==> src/sv/signed_int_to_decimal_ascii_macros.svh <==
// Assertion macros shared by the integer to decimal text converter.
`ifndef SIGNED_INT_TO_DECIMAL_ASCII_MACROS_SVH
`define SIGNED_INT_TO_DECIMAL_ASCII_MACROS_SVH

// Same-cycle implication, sampled on clk, disabled while rst_n is low.
`define SITDA_ASSERT_NOW(name, ante, cons) \
    name: assert property (@(posedge clk) disable iff (!rst_n) (ante) |-> (cons)) \
        else $error("converter assertion failed");

// Next-cycle implication, sampled on clk, disabled while rst_n is low.
`define SITDA_ASSERT_NEXT(name, ante, cons) \
    name: assert property (@(posedge clk) disable iff (!rst_n) (ante) |=> (cons)) \
        else $error("converter assertion failed");

`endif

==> src/sv/sitda_pkg.sv <==
// Types and constants for the integer to decimal text converter.
`timescale 1ns / 1ps
`default_nettype none
package sitda_pkg;

    localparam int unsigned MAX_DIGITS = 10;
    localparam int unsigned IDX_W      = $clog2(MAX_DIGITS);

    localparam logic [7:0]  CHAR_ZERO  = 8'h30;
    localparam logic [7:0]  CHAR_MINUS = 8'h2D;

    // floor(x / 10) == (x * RECIP_10) >> RECIP_SHIFT for every 32-bit x.
    localparam logic [31:0] RECIP_10    = 32'hCCCC_CCCD;
    localparam int unsigned RECIP_SHIFT = 35;

    typedef enum logic [2:0] {
        ST_IDLE,
        ST_MUL,
        ST_DIV,
        ST_SIGN,
        ST_EMIT
    } state_t;

endpackage
`default_nettype wire

==> src/sv/signed_int_to_decimal_ascii.sv <==
// Top level: converts one signed 32-bit integer into its decimal ASCII text.
//
// Usage: present a word on value and raise start while busy is low; the word
// is taken at that clock edge and busy rises. The block then extracts decimal
// digits least significant first with one shared 32x32 reciprocal multiplier:
// each digit takes a multiply step, then a quotient and remainder step. The
// text then leaves most significant first, one character per cycle on
// char_code with char_valid high for exactly one cycle; a negative number
// starts with a minus sign. last_char marks the final character. The receiver
// cannot stall the output, and each character must be taken in the cycle it
// is shown. busy falls in the cycle after the last character and a new word
// may then be started.
// Reset (rst_n low, asynchronous) returns the sequencer to idle and drops
// any conversion in progress without emitting further characters.
`timescale 1ns / 1ps
`default_nettype none
module signed_int_to_decimal_ascii (
    input  wire logic               clk,
    input  wire logic               rst_n,
    input  wire logic               start,
    output logic                    busy,
    input  wire logic signed [31:0] value,
    output logic                    char_valid,
    output logic              [7:0] char_code,
    output logic                    last_char
);
    import sitda_pkg::*;
    `include "signed_int_to_decimal_ascii_macros.svh"

    state_t             state_reg, state_next;
    logic        [31:0] mag_reg, mag_next;
    logic        [63:0] prod_reg;
    logic               neg_reg, neg_next;
    logic   [IDX_W-1:0] idx_reg, idx_next;
    logic         [3:0] digits_reg [MAX_DIGITS];

    logic        [31:0] quot;
    logic        [31:0] quot_x10;
    logic         [3:0] rem;
    logic               accept;

    assign accept   = start && !busy;
    assign quot     = 32'(prod_reg[63:RECIP_SHIFT]);
    assign quot_x10 = (quot << 3) + (quot << 1);
    assign rem      = 4'(mag_reg - quot_x10);

    always_ff @(posedge clk or negedge rst_n)
    begin
        if (!rst_n)
        begin
            state_reg <= ST_IDLE;
            idx_reg   <= '0;
        end
        else
        begin
            state_reg <= state_next;
            idx_reg   <= idx_next;
        end
    end

    // Datapath registers carry no reset.
    always_ff @(posedge clk)
    begin
        mag_reg  <= mag_next;
        neg_reg  <= neg_next;
        prod_reg <= {32'b0, mag_reg} * {32'b0, RECIP_10};
        if (state_reg == ST_DIV)
        begin
            digits_reg[idx_reg] <= rem;
        end
    end

    always_comb
    begin
        state_next = state_reg;
        mag_next   = mag_reg;
        neg_next   = neg_reg;
        idx_next   = idx_reg;
        busy       = 1'b1;
        char_valid = 1'b0;
        char_code  = CHAR_ZERO;
        last_char  = 1'b0;
        unique case (state_reg)
            ST_IDLE:
            begin
                busy = 1'b0;
                if (accept)
                begin
                    neg_next   = value[31];
                    mag_next   = value[31] ? (32'd0 - $unsigned(value)) : $unsigned(value);
                    idx_next   = '0;
                    state_next = ST_MUL;
                end
            end
            ST_MUL:
            begin
                state_next = ST_DIV;
            end
            ST_DIV:
            begin
                mag_next = quot;
                // The write pointer stays on the top digit, where reading starts.
                if (quot == 32'd0 || idx_reg == IDX_W'(MAX_DIGITS - 1))
                begin
                    state_next = neg_reg ? ST_SIGN : ST_EMIT;
                end
                else
                begin
                    idx_next   = idx_reg + 1'b1;
                    state_next = ST_MUL;
                end
            end
            ST_SIGN:
            begin
                char_valid = 1'b1;
                char_code  = CHAR_MINUS;
                state_next = ST_EMIT;
            end
            ST_EMIT:
            begin
                char_valid = 1'b1;
                char_code  = CHAR_ZERO + {4'b0, digits_reg[idx_reg]};
                last_char  = (idx_reg == '0);
                if (idx_reg == '0)
                begin
                    state_next = ST_IDLE;
                end
                else
                begin
                    idx_next = idx_reg - 1'b1;
                end
            end
            default:
            begin
                state_next = ST_IDLE;
            end
        endcase
    end

    `SITDA_ASSERT_NOW(a_valid_while_busy, char_valid, busy)
    `SITDA_ASSERT_NOW(a_last_is_valid, last_char, char_valid)
    `SITDA_ASSERT_NEXT(a_sign_then_digit, char_valid && char_code == CHAR_MINUS,
        char_valid && char_code != CHAR_MINUS)
    `SITDA_ASSERT_NEXT(a_last_frees, char_valid && last_char, !busy)
    `SITDA_ASSERT_NEXT(a_accept_busy, start && !busy, busy && !char_valid)

endmodule
`default_nettype wire
==> config.mk <==
export PLATFORM = sky130hd
export DESIGN_NAME = signed_int_to_decimal_ascii
export DESIGN_NICKNAME = d
export VERILOG_FILES = /design/src/sv/sitda_pkg.sv /design/src/sv/signed_int_to_decimal_ascii.sv
export VERILOG_INCLUDE_DIRS = /design/src /design/src/sv
export SDC_FILE = /design/constraint.sdc
export NUM_CORES = 1
export LEC_CHECK = 0
export BUFFER_PORTS_ARGS = -buffer_cell sky130_fd_sc_hd__buf_2
export CORE_ASPECT_RATIO = 0.9
export CORE_MARGIN = 5
export CORE_UTILIZATION = 50
export CTS_CLUSTER_SIZE = 30
export DETAILED_ROUTE_END_ITERATION = 7
export PLACE_DENSITY_LB_ADDON = 0.3
export SLEW_MARGIN = 20
export SYNTH_ARGS = -nofsm -noshare
export SYNTH_HDL_FRONTEND = slang
export SYNTH_SLANG_ARGS = --single-unit
==> constraint.sdc <==
create_clock -name clk -period 14.8 [get_ports clk]
set_input_delay 0 -clock clk [delete_from_list [all_inputs] [get_ports clk]]
set_output_delay 0 -clock clk [all_outputs]
set_load 0.005 [all_outputs]
# After elaboration in Yosys (flattened, before gate mapping)
# Memories as Yosys holds them, arrays and structs flattened.
# Index checks and enable logic that the tools add are counted.
# word_totals
mem_count	1
regBits	104
ram_bits	40
# memory_table
name	words	word_bits	rd	rd_clocked_by_memory_dff	wr	line	rtl
digits_reg	10	4	1	0	1	signed_int_to_decimal_ascii.sv:35	logic [3:0] digits_reg [MAX_DIGITS];
# classes
n_reduce_logical	12
n_addsub	6
mul	1
eq_ne	9
muxes	18
# ops
cell	n
$mul A32 B32 Y64 const B	1
$mux W32	2
$pmux W32 S2	1
$logic_not A32 Y1	1
$sub A1 B32 Y32 const A	1
$pmux W3 S5	1
$pmux W7 S2	1
$mux W3	4
$mux W4	3
$pmux W4 S3	1
$ne A2 B2 Y1 const B	4
$add A6 B4 Y7 const A	1
$eq A3 B2 Y1 const B	2
$reduce_and A2 Y1	3
$mux W1	5
$add A4 B1 Y4 const B	1
$add A4 B4 Y4	1
$eq A4 B4 Y1 const B	1
$logic_not A4 Y1	1
$reduce_and A4 Y1	1
$sub A4 B1 Y4 const B	1
$sub A4 B4 Y4	1
$eq A3 B1 Y1 const B	1
$eq A3 B3 Y1 const B	1
other kinds (6)	6

# Logic depth before layout (Yosys ltp)
# depth
ltp_word	4
mapped_depth	25

# Least setup slack after synthesis
# Ideal clock, no wire load.
# synth_timing
kind	register to register
start	register mag_reg[20]
end	register prod_reg[53]
t_arrival_ns	6.876
setup_time_ns	0.121
slack_ns	7.803
required_ns	14.679
stages_incl_launch_ff	26
path_cell_list	edfxtp_1 -> ha_1 -> inv_1 -> fa_1 -> inv_1 -> fa_1 -> inv_1 -> fa_1 -> inv_1 -> fa_1 -> fa_1 -> fa_1 -> inv_1 -> fa_1 -> inv_1 -> ha_1 -> nand2_1 -> or4_1 -> o31a_1 -> o41a_1 -> and3_1 -> clkbuf_1 -> o311a_1 -> o21ai_1 -> a21oi_1 -> xnor2_1
# synth_between
elab_chain_len	1
# synth_rtl
item	line	rtl
from (decl)	signed_int_to_decimal_ascii.sv:31	logic [31:0] mag_reg, mag_next;
from (signal assigned)	signed_int_to_decimal_ascii.sv:64	mag_reg <= mag_next;
$mul A32 B32 Y64	signed_int_to_decimal_ascii.sv:66	prod_reg <= {32'b0, mag_reg} * {32'b0, RECIP_10};
to (signal assigned)	signed_int_to_decimal_ascii.sv:66	
to (decl)	signed_int_to_decimal_ascii.sv:32	logic [63:0] prod_reg;
# Every way passes these cells.
# A chain may end at the register's enable or synchronous reset.

# Final worst setup path
# layout_timing
start	register mag_reg[16]
end	register prod_reg[60]
# The elaborated chain is that of the path after synthesis.

==> summary.txt <==
Run status
  • Result of the run: complete, no violations

Timing
  • Period Utilization, post-route: 54.1%
  • Achievable frequency: 125 MHz
  • Worst slew pin tran: 1.01 ns
  • RSZ-0062 raised after global routing: no
  • Total Negative Setup Slacks: 0 ns
  • Final Max Tran Viols: 0
  • Worst slew margin: 32.0%
  • Max Clock Skew: 0.0211 ns
  • Setup-violating endpoint count in the final report: 0
  • Final hold violations: 0
  • Time the final worst path needs with I/O delays and setup: 8.01 ns

Worst setup path
  • Startpoint of the most critical register-to-register path: mag_reg[16]
  • Capturing element type of the critical path: flop
  • Worst R2R Path Depth: 24
  • Required time of the critical path: 15.10 ns
  • Path length in cells of the critical path: 24
  • Reg2Reg Setup Slack: 6.79 ns
  • Maximum net fanout on the critical path: 6
  • Endpoint of the most critical register-to-register path: prod_reg[60]
  • Maximum cell stage delay along the critical path: 0.68 ns
  • Category of cells accounting for the largest share of critical-path delay: adder cells
  • Endpoint arrival time on the critical path: 8.30 ns
  • Slowest CP cell: sky130_fd_sc_hd__edfxtp_1
  • Most repeated library cell on the critical path: sky130_fd_sc_hd__fa_1
  • Critical Path Start: mag_reg[16]
  • Buffers and inverters on the worst path: 6
  • Critical path class: flop to flop
  • Destination of the critical timing path: prod_reg[60]
  • Cell breakdown of the critical path: ha_1 -> inv_1 -> fa_1 -> inv_1 -> fa_1 -> inv_1 -> fa_1 -> inv_1 -> fa_1 -> fa_1 -> fa_1 -> inv_1 -> fa_1 -> inv_1 -> ha_1 -> nand2_1 -> or4_1 -> o31a_1 -> o41a_1 -> and3_1 -> o31ai_1 -> a22oi_1 -> a31oi_1 -> xor2_1
  • Crit start category: flop

Synth
  • EDFF count, synth: 73
  • Largest area contributor in the netlist: sky130_fd_sc_hd__fa_1
  • Commonest cells in the netlist: 524 x sky130_fd_sc_hd__inv_1, 387 x sky130_fd_sc_hd__fa_1, 354 x sky130_fd_sc_hd__ha_1
  • Dominant cell by count in the synthesized netlist: sky130_fd_sc_hd__inv_1
  • Yosys warns: 0
  • Share of synthesized registers carrying an async set or reset: 6.42%
  • Register area share after synthesis: 13.9%
  • Gate Count Post-Synth: 2026
  • Flop and latch count out of synthesis: 109
  • Main synth FF type: sky130_fd_sc_hd__edfxtp_1
  • Main area contributors after synthesis: sky130_fd_sc_hd__fa_1 36%, sky130_fd_sc_hd__ha_1 21%, sky130_fd_sc_hd__edfxtp_1 10%
  • Area of the mapped netlist: 0.0213 sq mm
  • Average footprint of a synthesized cell: 10.5 sq um
  • Area share of the leading cell type in the synthesized netlist: 36.4%
  • Synth cell types: 68

Global routing
  • All-Layer GR Usage: 27.7%
  • Via count of the first global-routing pass: 15.9k
  • First-pass GRT wire length: 95600 um
  • Initial antenna violation count: 3
  • Overflow left after global routing: 0
  • Largest net degree at the start of global routing: 64

Finish
  • Post-layout net count: 2829
  • Area added between synthesis and finish: 5.40%
  • Core utilization of the finished layout: 53.4%
  • Filler cells: 3702
  • Flip-flop count of the largest register, all copies and words added: 40
  • Fraction of final layout cells with drive strength greater than 1: 4.28%

Placed design
  • Port-buffer cells: 42
  • Final RePlAce weighted congestion: 0.998
  • Post-detailed-placement half-perimeter wirelength: 54400 um

CTS
  • Num Clock Sinks: 109
  • CTS HTree Levels: 3
  • TritonCTS clock tree: done
  • Root buffer cell: sky130_fd_sc_hd__clkbuf_16
  • Clock-pin slew on the worst setup and hold paths: 0.08 ns
  • CTS Buffer Depth: 2
  • Clk Latency, worst-skew pair: 0.39 ns
  • Number of buffers added by the clock tree synthesis step: 9
  • Post-CTS Resized: 0

Floorplan
  • Number of core rows: 71
  • Ports: 46
  • Die width: 227 um
  • Height of the die: 206 um
  • Starting density of the core: 50.7%
  • Std-Cell Core Area: 0.0419 sq mm
  • Die Area: 0.0467 sq mm

Drt
  • Routed via count: 14.5k
  • Pre-antenna DRT Iters: 5
  • Routed len/inst: 23.5 um
  • Remaining DRCs: 0
  • Via-to-Cell Ratio: 5.56
  • Initial DRC count: 997
  • Total wire length: 61200 um
  • Remaining number of nets flagged by the antenna check after routing: 0

Hold path
  • Cell depth of the worst min-delay path: 3
  • Hold Path Class: input pin to flop

Flow run
  • Max-capacitance violation count: 0
[layout make-up]
class,count,area (sq um),area share [%]
multi-input combinational,1359,16200,72.4
inverter,524,1970,8.78
timing repair buffer,50,280,1.25
antenna,2,5.00,0.0223
tap,547,684,3.05
sequential,109,2950,13.2
clock inverter,7,83.8,0.374
clock buffer,9,225,1.01
[worst register-to-register path, stage by stage (launching register included)]
cell and delay (ns):
sky130_fd_sc_hd__edfxtp_1 0.68, sky130_fd_sc_hd__ha_1 0.42, sky130_fd_sc_hd__inv_1 0.24, sky130_fd_sc_hd__fa_1 0.57, sky130_fd_sc_hd__inv_1 0.05, sky130_fd_sc_hd__fa_1 0.55, sky130_fd_sc_hd__inv_1 0.07, sky130_fd_sc_hd__fa_1 0.50
sky130_fd_sc_hd__inv_1 0.05, sky130_fd_sc_hd__fa_1 0.55, sky130_fd_sc_hd__fa_1 0.43, sky130_fd_sc_hd__fa_1 0.53, sky130_fd_sc_hd__inv_1 0.07, sky130_fd_sc_hd__fa_1 0.48, sky130_fd_sc_hd__inv_1 0.04, sky130_fd_sc_hd__ha_1 0.39
sky130_fd_sc_hd__nand2_1 0.14, sky130_fd_sc_hd__or4_1 0.51, sky130_fd_sc_hd__o31a_1 0.30, sky130_fd_sc_hd__o41a_1 0.10, sky130_fd_sc_hd__and3_1 0.25, sky130_fd_sc_hd__o31ai_1 0.34, sky130_fd_sc_hd__a22oi_1 0.21, sky130_fd_sc_hd__a31oi_1 0.24
sky130_fd_sc_hd__xor2_1 0.18
[how the worst min path moves through the flow]
stage	from	to	slack (ns)
CTS	start	neg_reg	0.01
finish	value[16]	mag_reg[16]	0.03
global placement	rst_n	idx_reg[1]	-0.16
detailed placement	rst_n	idx_reg[1]	-0.16
global route	start	neg_reg	0.05
floorplan	rst_n	idx_reg[0]	-0.30
[cells by family after synthesis]
kind of cell,synth area share (%)
other,0.0353
XOR/XNOR,4.61
multiplexers,1.35
AO/OA/AOI/OAI,7.34
AND/OR/NAND/NOR,5.59
buffers and inverters,9.92
adder cells (fa/ha/maj),57.3
flip-flops,13.9
[per-stage QoR]
stage	cells	cell area [sq um]	worst slack (ns)	hold WS [ns]
after detailed placement	2585	22000	6.94	-0.156
after global placement	2585	22000	6.96	-0.157
after floorplan	2027	21300	7.80	-0.296
after CTS	2605	22400	6.89	0.00957
final	2607	22400	6.79	0.0332
after global routing	2605	22400	6.52	0.0460
[layer usage]
| layer | global-route usage, % | vias to the layer above | wire length, um |
|---|---|---|---|
| met5 | 0 | - | 0 |
| met4 | 6.71 | 0 | 1650 |
| met3 | 8.22 | 80 | 6180 |
| met2 | 41.7 | 571 | 26900 |
| met1 | 39.7 | 7339 | 26400 |
| li1 | - | 6512 | - |
[repair_timing]
action / CTS / global route
endpoints found under the hold margin: 9 / 0
hold buffers: 4 / 0
setup buffers: 0 / 0
[cells in the final DEF (no fill, tap or decap), types with 8 or more instances in the layout]
cell                        instances
sky130_fd_sc_hd__nor3_1             9
sky130_fd_sc_hd__nand2b_1           9
sky130_fd_sc_hd__nand3_1           11
sky130_fd_sc_hd__xor2_1            67
sky130_fd_sc_hd__nor2_1            40
sky130_fd_sc_hd__o31ai_1            8
sky130_fd_sc_hd__fa_1             387
sky130_fd_sc_hd__edfxtp_1          73
sky130_fd_sc_hd__nor4_1            14
sky130_fd_sc_hd__a31oi_1            8
sky130_fd_sc_hd__nand2_1           90
sky130_fd_sc_hd__and2_1             8
sky130_fd_sc_hd__inv_1            524
sky130_fd_sc_hd__o21ai_0           73
sky130_fd_sc_hd__buf_2             42
sky130_fd_sc_hd__xnor2_1           45
sky130_fd_sc_hd__o21bai_1           8
sky130_fd_sc_hd__a21o_1            45
sky130_fd_sc_hd__a21oi_1           58
sky130_fd_sc_hd__dfxtp_1           29
sky130_fd_sc_hd__ha_1             354
sky130_fd_sc_hd__mux4_2             8
sky130_fd_sc_hd__clkbuf_16          9
sky130_fd_sc_hd__nand4_1           20
Power is left out: the tool's default activity adds up to more than one toggle a clock period on the data nets, which glitch-free logic cannot reach.
